`src/hw/rtl/tbe_pkg.sv`:
```
package tbe_pkg;
  localparam int SampleW = 24;
  localparam int StageW = 32;
  localparam int CoefW = 18;
  localparam int GainW = 16;
  localparam int CfgW = 18;
  localparam int FracShift = StageW - SampleW;
  // serial product accumulator width: stage value times 18-bit multiplier
  localparam int AccW = StageW + CoefW + 2;
  localparam int CntW = 5;

  localparam logic [2:0] REG_LOW_COEFF = 3'd0;
  localparam logic [2:0] REG_HIGH_COEFF = 3'd1;
  localparam logic [2:0] REG_LOW_GAIN = 3'd2;
  localparam logic [2:0] REG_MID_GAIN = 3'd3;
  localparam logic [2:0] REG_HIGH_GAIN = 3'd4;
  localparam logic [2:0] REG_ENABLE = 3'd5;

  typedef logic signed [StageW-1:0] stage_t;
endpackage

```
`src/hw/rtl/three_band_equalizer.sv`:
```
// Bypass: out_valid is registered on the accepting edge. Filtering: 11
// serial products, each with load, a shift-add per multiplier bit, done and
// update; the filter path takes no next beat until its pass has ended,
// since every product goes through the shared bit-serial multiplier.
// One beat at a time. Output register frees on out_ready. Reset (rst_n,
// synchronous, low) clears stages, history and restores register defaults.
module three_band_equalizer
  import tbe_pkg::*;
(
  input  logic                      clk,
  input  logic                      rst_n,
  input  logic                      in_valid,
  output logic                      in_ready,
  input  logic signed [SampleW-1:0] in_sample_in,
  output logic                      out_valid,
  input  logic                      out_ready,
  output logic signed [SampleW-1:0] out_sample_out,
  input  logic                      cfg_we,
  input  logic [2:0]                cfg_index,
  input  logic [CfgW-1:0]           cfg_data
);
  localparam logic [2:0] ST_IDLE = 3'd0;
  localparam logic [2:0] ST_MUL = 3'd1;
  localparam logic [2:0] ST_WAIT = 3'd2;
  localparam logic [2:0] ST_UPD = 3'd3;
  localparam logic [2:0] ST_OUT = 3'd4;

  localparam logic signed [AccW-1:0] StMax = AccW'({1'b0, {(StageW-1){1'b1}}});
  localparam logic signed [AccW-1:0] StMin = -StMax - 1;
  localparam logic signed [AccW-1:0] SmMax = AccW'({1'b0, {(SampleW-1){1'b1}}});
  localparam logic signed [AccW-1:0] SmMin = -SmMax - 1;

  logic [CoefW-1:0] low_coeff_r, high_coeff_r;
  logic [GainW-1:0] low_gain_r, mid_gain_r, high_gain_r;
  logic enable_r;

  stage_t low_st_r [4];
  stage_t high_st_r [4];
  logic signed [SampleW-1:0] hist_r [3];
  logic signed [SampleW-1:0] x_r;
  logic [2:0] state_r;
  // step 0..7: cascade stages (low 0-3, high 4-7); 8..10: band gains
  logic [3:0] step_r;
  logic signed [AccW-1:0] sum_r;
  logic signed [SampleW-1:0] out_r;
  logic out_valid_r;
  logic out_set;

  logic mul_start, mul_done;
  logic signed [AccW-1:0] mcand, prod, delta, upd, band, xs, d;
  logic [CoefW-1:0] mplier;
  stage_t prev_x;

  assign xs = AccW'(x_r) <<< FracShift;
  assign d = AccW'(hist_r[2]) <<< FracShift;

  always_comb begin
    prev_x = stage_t'(xs);
    band = '0;
    mcand = '0;
    mplier = '0;
    if (step_r < 4'd4) begin
      if (step_r != 4'd0) prev_x = low_st_r[step_r[1:0] - 2'd1];
      mcand = AccW'(prev_x) - AccW'(low_st_r[step_r[1:0]]);
      mplier = low_coeff_r;
    end else if (step_r < 4'd8) begin
      if (step_r != 4'd4) prev_x = high_st_r[step_r[1:0] - 2'd1];
      mcand = AccW'(prev_x) - AccW'(high_st_r[step_r[1:0]]);
      mplier = high_coeff_r;
    end else begin
      case (step_r)
        4'd8: begin
          band = AccW'(low_st_r[3]);
          mplier = CoefW'(low_gain_r);
        end
        4'd9: begin
          band = d - (d - AccW'(high_st_r[3])) - AccW'(low_st_r[3]);
          mplier = CoefW'(mid_gain_r);
        end
        default: begin
          band = d - AccW'(high_st_r[3]);
          mplier = CoefW'(high_gain_r);
        end
      endcase
      mcand = band;
    end
  end

  assign mul_start = (state_r == ST_MUL);
  tbe_sermul u_mul (
    .clk(clk), .rst_n(rst_n), .start(mul_start), .mcand(mcand),
    .mplier(mplier), .done(mul_done), .prod(prod)
  );

  always_comb begin
    if (step_r < 4'd8) delta = prod >>> 16;
    else delta = prod >>> 12;
    upd = AccW'(step_r < 4'd4 ? low_st_r[step_r[1:0]] : high_st_r[step_r[1:0]])
          + delta;
    if (upd > StMax) upd = StMax;
    else if (upd < StMin) upd = StMin;
  end

  logic signed [AccW-1:0] ysh;
  assign ysh = sum_r >>> FracShift;

  // load a result: a bypassed beat on accept, or a finished filter pass
  assign out_set = ((state_r == ST_IDLE) && in_valid && in_ready && !enable_r) ||
                   ((state_r == ST_OUT) && !out_valid_r);

  always_ff @(posedge clk) begin
    if (!rst_n) begin
      low_coeff_r <= CoefW'(7469);
      high_coeff_r <= CoefW'(45962);
      low_gain_r <= GainW'(4096);
      mid_gain_r <= GainW'(4096);
      high_gain_r <= GainW'(4096);
      enable_r <= 1'b0;
      for (int i = 0; i < 4; i++) begin
        low_st_r[i] <= '0;
        high_st_r[i] <= '0;
      end
      for (int i = 0; i < 3; i++) hist_r[i] <= '0;
      state_r <= ST_IDLE;
      step_r <= '0;
      out_valid_r <= 1'b0;
    end else begin
      if (cfg_we) begin
        case (cfg_index)
          REG_LOW_COEFF: low_coeff_r <= cfg_data;
          REG_HIGH_COEFF: high_coeff_r <= cfg_data;
          REG_LOW_GAIN: low_gain_r <= cfg_data[GainW-1:0];
          REG_MID_GAIN: mid_gain_r <= cfg_data[GainW-1:0];
          REG_HIGH_GAIN: high_gain_r <= cfg_data[GainW-1:0];
          REG_ENABLE: enable_r <= cfg_data[0];
          default: ;
        endcase
      end
      if (out_set) out_valid_r <= 1'b1;
      else if (out_valid_r && out_ready) out_valid_r <= 1'b0;
      case (state_r)
        ST_IDLE: begin
          if (in_valid && in_ready) begin
            x_r <= in_sample_in;
            if (enable_r) begin
              step_r <= '0;
              sum_r <= '0;
              state_r <= ST_MUL;
            end else begin
              out_r <= in_sample_in;
            end
          end
        end
        ST_MUL: state_r <= ST_WAIT;
        ST_WAIT: if (mul_done) state_r <= ST_UPD;
        ST_UPD: begin
          // advance one stage or accumulate one band
          if (step_r < 4'd4) low_st_r[step_r[1:0]] <= stage_t'(upd);
          else if (step_r < 4'd8) high_st_r[step_r[1:0]] <= stage_t'(upd);
          else sum_r <= sum_r + delta;
          if (step_r == 4'd10) state_r <= ST_OUT;
          else begin
            step_r <= step_r + 4'd1;
            state_r <= ST_MUL;
          end
        end
        ST_OUT: begin
          if (!out_valid_r) begin
            if (ysh > SmMax) out_r <= SmMax[SampleW-1:0];
            else if (ysh < SmMin) out_r <= SmMin[SampleW-1:0];
            else out_r <= ysh[SampleW-1:0];
            hist_r[2] <= hist_r[1];
            hist_r[1] <= hist_r[0];
            hist_r[0] <= x_r;
            state_r <= ST_IDLE;
          end
        end
        default: state_r <= ST_IDLE;
      endcase
    end
  end

  // hold new beats while a result waits unless it is being taken
  assign in_ready = (state_r == ST_IDLE) && (!out_valid_r || out_ready);
  assign out_valid = out_valid_r;
  assign out_sample_out = out_r;
endmodule

```
`src/hw/rtl/tbe_sermul.sv`:
```
// Shift-and-add multiplier: signed value times unsigned multiplier,
// one multiplier bit per cycle, LSB first.
module tbe_sermul
  import tbe_pkg::*;
(
  input  logic                   clk,
  input  logic                   rst_n,
  input  logic                   start,
  input  logic signed [AccW-1:0] mcand,
  input  logic [CoefW-1:0]       mplier,
  output logic                   done,
  output logic signed [AccW-1:0] prod
);
  logic signed [AccW-1:0] acc_r, acc_nxt;
  logic signed [AccW-1:0] mc_r, mc_nxt;
  logic [CoefW-1:0] mp_r, mp_nxt;
  logic [CntW-1:0] cnt_r, cnt_nxt;
  logic busy_r, busy_nxt;
  logic done_r, done_nxt;

  always_comb begin
    acc_nxt = acc_r;
    mc_nxt = mc_r;
    mp_nxt = mp_r;
    cnt_nxt = cnt_r;
    busy_nxt = busy_r;
    done_nxt = 1'b0;
    if (start) begin
      acc_nxt = '0;
      mc_nxt = mcand;
      mp_nxt = mplier;
      cnt_nxt = '0;
      busy_nxt = 1'b1;
    end else if (busy_r) begin
      if (mp_r[0]) acc_nxt = acc_r + mc_r;
      mc_nxt = mc_r <<< 1;
      mp_nxt = mp_r >> 1;
      cnt_nxt = cnt_r + 1'b1;
      if (cnt_r == CntW'(CoefW - 1)) begin
        busy_nxt = 1'b0;
        done_nxt = 1'b1;
      end
    end
  end

  always_ff @(posedge clk) begin
    if (!rst_n) begin
      busy_r <= 1'b0;
      done_r <= 1'b0;
      cnt_r <= '0;
    end else begin
      busy_r <= busy_nxt;
      done_r <= done_nxt;
      cnt_r <= cnt_nxt;
    end
    acc_r <= acc_nxt;
    mc_r <= mc_nxt;
    mp_r <= mp_nxt;
  end

  assign done = done_r;
  assign prod = acc_r;
endmodule
```
`config.mk`:
```
export PLATFORM = sky130hd
export DESIGN_NAME = three_band_equalizer
export DESIGN_NICKNAME = d
export VERILOG_FILES = /design/src/hw/rtl/tbe_pkg.sv /design/src/hw/rtl/three_band_equalizer.sv /design/src/hw/rtl/tbe_sermul.sv
export SDC_FILE = /design/constraint.sdc
export NUM_CORES = 2
export LEC_CHECK = 0
export ABC_AREA = 1
export BUFFER_PORTS_ARGS = -buffer_cell sky130_fd_sc_hd__buf_2
export CAP_MARGIN = 25
export CELL_PAD_IN_SITES_DETAIL_PLACEMENT = 1
export CELL_PAD_IN_SITES_GLOBAL_PLACEMENT = 2
export CORE_MARGIN = 2
export CORE_UTILIZATION = 38
export DETAILED_ROUTE_END_ITERATION = 10
export PLACE_DENSITY = 0.85
export SYNTH_ARGS = -nofsm -noshare
export SYNTH_HDL_FRONTEND = slang
export SYNTH_SLANG_ARGS = --single-unit
```
`constraint.sdc`:
```
create_clock -name clk -period 8.43 [get_ports clk]
set_input_delay 1.686 -clock clk [delete_from_list [all_inputs] [get_ports clk]]
set_output_delay 1.686 -clock clk [all_outputs]
set_load 0.1 [all_outputs]
```
==> impl_metrics.py <==
metrics = {
    "timing": {
        "rsz0062_at_grt": "no",
        "finalWorstPathRequiredPeriod_ns": 6.60,
        "timing_max_transition_violations_final": 0,
        "final_hold_viol_count": 0,
        "relSlewSlack_pct": 23.6,
        "post-route-worst-setup-slack_ns": 1.83,
        "setup_total_negative_slack_ns": 0,
        "final.setup_skew_ns": 0.0586,
        "clock.fmax_ghz": 0.152,
        "final.period_utilization_pct": 78.3,
        "setup-violations-final": 0,
        "max_slew.worst_pin.slew_ns": 1.14,
    },
    "placement": {
        "detailed_place_hpwl_um": 176000,
        "placement.setup.worst_slack_ns": 2.04,
        "placement.io_buffers": 75,
        "gp_congestion": 1.02,
        "placed_area_sq_um": 51100,
    },
    "synthesis": {
        "syn-num-nets": 7073,
        "synth_async_reset_ratio_pct": 0,
        "synth.yosys.seq_area_share_pct": 36.9,
        "post_synth_and_or_nand_nor_area_fraction_pct": 21.8,
        "synth_top_family_by_area": "compound AO/OA/AOI/OAI gates",
        "synth.area.mux_share_pct": 0.389,
        "synth_compound_gate_area_share_pct": 22.5,
        "synthesis.area_per_instance_sq_um": 7.29,
        "synth_enable_flop_cells": 498,
        "ff_latch_count_synth": 652,
        "post_synthesis_adder_cell_area_fraction_pct": 8.38,
        "synthDistinctLibCells": 66,
        "yosysWarnings": 0,
        "synthesis.instances": 6714,
        "synth-xor-area-share_pct": 1.29,
        "netlist_area_sq_um": 48900,
        "synth_top_flop_cell": "edfxtp_1",
    },
    "power": {
        "power_leakage_nw": 23.3,
        "p_switching_w": 0.00595,
        "share_clk_of_total_power_pct": 27.0,
        "combinationalPowerShare_pct": 43.7,
        "powerDensity_nw_per_um2": 244,
        "power.switching_fraction_pct": 45.2,
        "vdd.ir_drop.worst_mv": 0.166,
        "power.share.sequential_pct": 29.4,
        "internal_power_w": 0.00722,
    },
    "cts": {
        "cts-root-buf": "clkbuf_16",
        "clock_latency_ns": 0.72,
        "post_cts_resized": 0,
        "total_cts_buffers": 80,
        "htreeDepth": 3,
        "post-cts-setup-buffer-count": 0,
        "path_clk_slew_ns": 0.06,
        "cts.sinks": 652,
        "tritoncts": "done",
        "maximum_clock_insertion_buffer_count": 3,
        "ctsHoldBuffers": 0,
    },
    "worst_setup_path": {
        "critical_path_peak_fanout": 115,
        "critPathMaxStageDelay_ns": 0.85,
        "worst_setup_path_end_kind": "register",
        "worst_setup_start_kind": "register",
        "worst_ep_arrival_time_ns": 7.01,
        "timing.critical_path.slowest_stage_cell": "o21ai_0",
        "worst_path_cell_chain": "inv_4, buf_4, nand2_1, a21oi_1, a21oi_1, o21ai_0, ha_1, nand2_1, nor2_1, nand2_1, nor2_1, nand4_1, nand3_1, nand2_1, nand2_1, nand2_1, nor2_1, nand4_1, nand2_8, buf_4, a21oi_1",
        "path_common_cell": "nand2_1",
        "path_class": "reg2reg",
        "timing.critical_path.required_ns": 8.84,
    },
    "route": {
        "route.antenna.remaining_nets": 0,
        "num_vias": 49499,
        "drt_first_iter_violations": 4712,
        "remaining_drc_errors": 0,
        "detail_route.vias_per_cell": 5.87,
        "drt-pass1-iter-count": 7,
        "wl_per_instance_um": 27.2,
        "finalWirelength_um": 229000,
    },
    "status": {
        "status": "complete, no violations",
    },
    "global_routing": {
        "grt_pass1_vias": 49617,
        "grt.overflow.total": 0,
        "first_pass_grt_wire_length_um": 332000,
        "pin_count_of_the_biggest_net_entering_global_routing": 116,
        "antenna_found_initial": 11,
        "globalRouteTotalUtil_pct": 34.1,
    },
    "final_layout": {
        "post-route-util_pct": 42.2,
        "most-common-layout-cells": "nand2_1 (1,345), a21oi_1 (947), inv_1 (800)",
        "drive_above_1_share_pct": 6.16,
        "syn2layout_area_growth_pct": 10.1,
        "final_cell_area_sq_um": 53900,
        "nets": 7055,
        "final_common_cell": "nand2_1",
    },
    "flow_run": {
        "cap_viol_max_count": 0,
    },
    "floorplan": {
        "fp.coreArea_sq_um": 128000,
        "dieArea_sq_um": 132000,
        "die_height_um": 363,
        "io-pin-count": 76,
        "rows": 131,
        "start_util_pct": 38.3,
        "die-width_um": 363,
    },
    "hold_path": {
        "min_path_type": "reg2reg",
    },
}
-- routing by layer --
metal  wire length, um  share of wire, %  track usage (%)  vias to the layer above
met1             93000                41             42.4                    24388
met2            105000                46             56.1                     1763
met3             15300               6.7             5.33                      537
met5               104             0.045                0                        -
met4             15300               6.7             19.5                       16
li1                  -                 -                -                    22795
-- flip-flops by register name, summed over array words and instances (netlist names), 24 cells and up, named ones only --
name and flops:
hist_r 72, out_sample_out 24, low_st_r 128, x_r 24
u_mul.prod 52, u_mul.mc_r 52, sum_r 52, high_st_r 128
-- critical path: cells and delay by family, from the launching register on --
kind                       cells  cell delay (ns)
and+or+nand+nor               13             2.54
buffers and inverters          3             1.61
AOI/OAI and AO/OA              4             1.27
DFF                            1             0.36
adders and majority gates      1             0.32
-- cells in the mapped netlist, types with 4 or more instances --
| master | number | share of area, % |
|---|---|---|
| buf_6 | 25 | 0.58 |
| nand2_1 | 1348 | 10 |
| a221oi_1 | 7 | 0.13 |
| o211ai_1 | 67 | 1.0 |
| inv_1 | 806 | 6.2 |
| or2_2 | 32 | 0.41 |
| o31ai_1 | 7 | 0.11 |
| o21ai_0 | 724 | 7.4 |
| mux2i_1 | 19 | 0.39 |
| a2bb2oi_1 | 7 | 0.13 |
| inv_2 | 4 | 0.031 |
| fa_1 | 31 | 1.3 |
| o22ai_1 | 8 | 0.10 |
| o21bai_1 | 59 | 0.91 |
| nand2_2 | 6 | 0.077 |
| nand2_4 | 29 | 0.67 |
| edfxtp_1 | 498 | 31 |
| o21a_1 | 63 | 0.97 |
| o221ai_1 | 6 | 0.11 |
| nor3_1 | 56 | 0.57 |
| o211a_1 | 7 | 0.14 |
| nor2_1 | 687 | 5.3 |
| nand3b_1 | 12 | 0.18 |
| a21boi_0 | 18 | 0.28 |
| dfxtp_1 | 154 | 6.3 |
| o21ai_1 | 4 | 0.041 |
| a21oi_1 | 947 | 9.7 |
| xnor2_1 | 16 | 0.29 |
| and3_1 | 4 | 0.051 |
| clkinv_1 | 6 | 0.046 |
| nor4_1 | 18 | 0.23 |
| buf_1 | 24 | 0.18 |
| clkbuf_1 | 214 | 1.6 |
| buf_2 | 5 | 0.051 |
| nor2_2 | 6 | 0.077 |
| a31oi_1 | 43 | 0.55 |
| o221a_2 | 4 | 0.092 |
| nand4_1 | 48 | 0.61 |
| nor3b_1 | 5 | 0.077 |
| a21o_1 | 26 | 0.40 |
| xor2_1 | 56 | 1.0 |
| ha_1 | 278 | 7.1 |
| nand3_1 | 295 | 3.0 |
-- final cells by class --
type / instances / area [sq um]
fillers: 15858 / 73800
multi-input cells: 4974 / 26700
flip-flops and latches: 652 / 18100
inverters: 816 / 3070
clock buffers: 99 / 2130
well taps: 1662 / 2080
repair buffers: 172 / 1280
clock inverters: 51 / 526
diodes: 3 / 7.51
-- logic make-up (layout without fill, tap and decap cells) --
group,Yosys count,after routing
AOI/OAI and AO/OA,2018,2018
xor gates and xnor gates,72,72
adders and majority gates,309,309
buffers and inverters,1088,1138
DFF,652,652
muxes,19,19
other,0,3
and+or+nand+nor,2556,2556
-- path summary, 6_finish.rpt --
path                                from                          end  slack (ns)  cells past startpoint
max reg2reg                     register     low_st_r[3][2]$_DFFE_PP_        1.83                     21
min reg2reg  mid_gain_r[14]$_SDFFE_PN0P_  mid_gain_r[14]$_SDFFE_PN0P_        0.45                      2
min          mid_gain_r[14]$_SDFFE_PN0P_  mid_gain_r[14]$_SDFFE_PN0P_        0.45                      2
max                             register     low_st_r[3][2]$_DFFE_PP_        1.83                     21
-- power groups by stage --
stage,Sequential (W),Clock [W],Combinational [W]
6_report,0.00387,0.00355,0.00575
5_1_grt,0.00388,0.00371,0.00625
4_1_cts,0.00387,0.00361,0.00566
3_5_place_dp,0.00393,0,0.00563
3_3_place_gp,0.00392,0,0.00555
2_1_floorplan,0.00388,0,0.00374
-- stage by stage --
stage | total power [W] | hold slack (ns) | cells
2_1_floorplan | 0.00761 | 0.425 | 6714
3_3_place_gp | 0.00947 | 0.434 | 8264
3_5_place_dp | 0.00956 | 0.444 | 8272
4_1_cts | 0.0131 | 0.453 | 8422
5_1_grt | 0.0138 | 0.476 | 8427
6_report | 0.0132 | 0.452 | 8429
No activity file was read; power rests on OpenSTA's default activity.
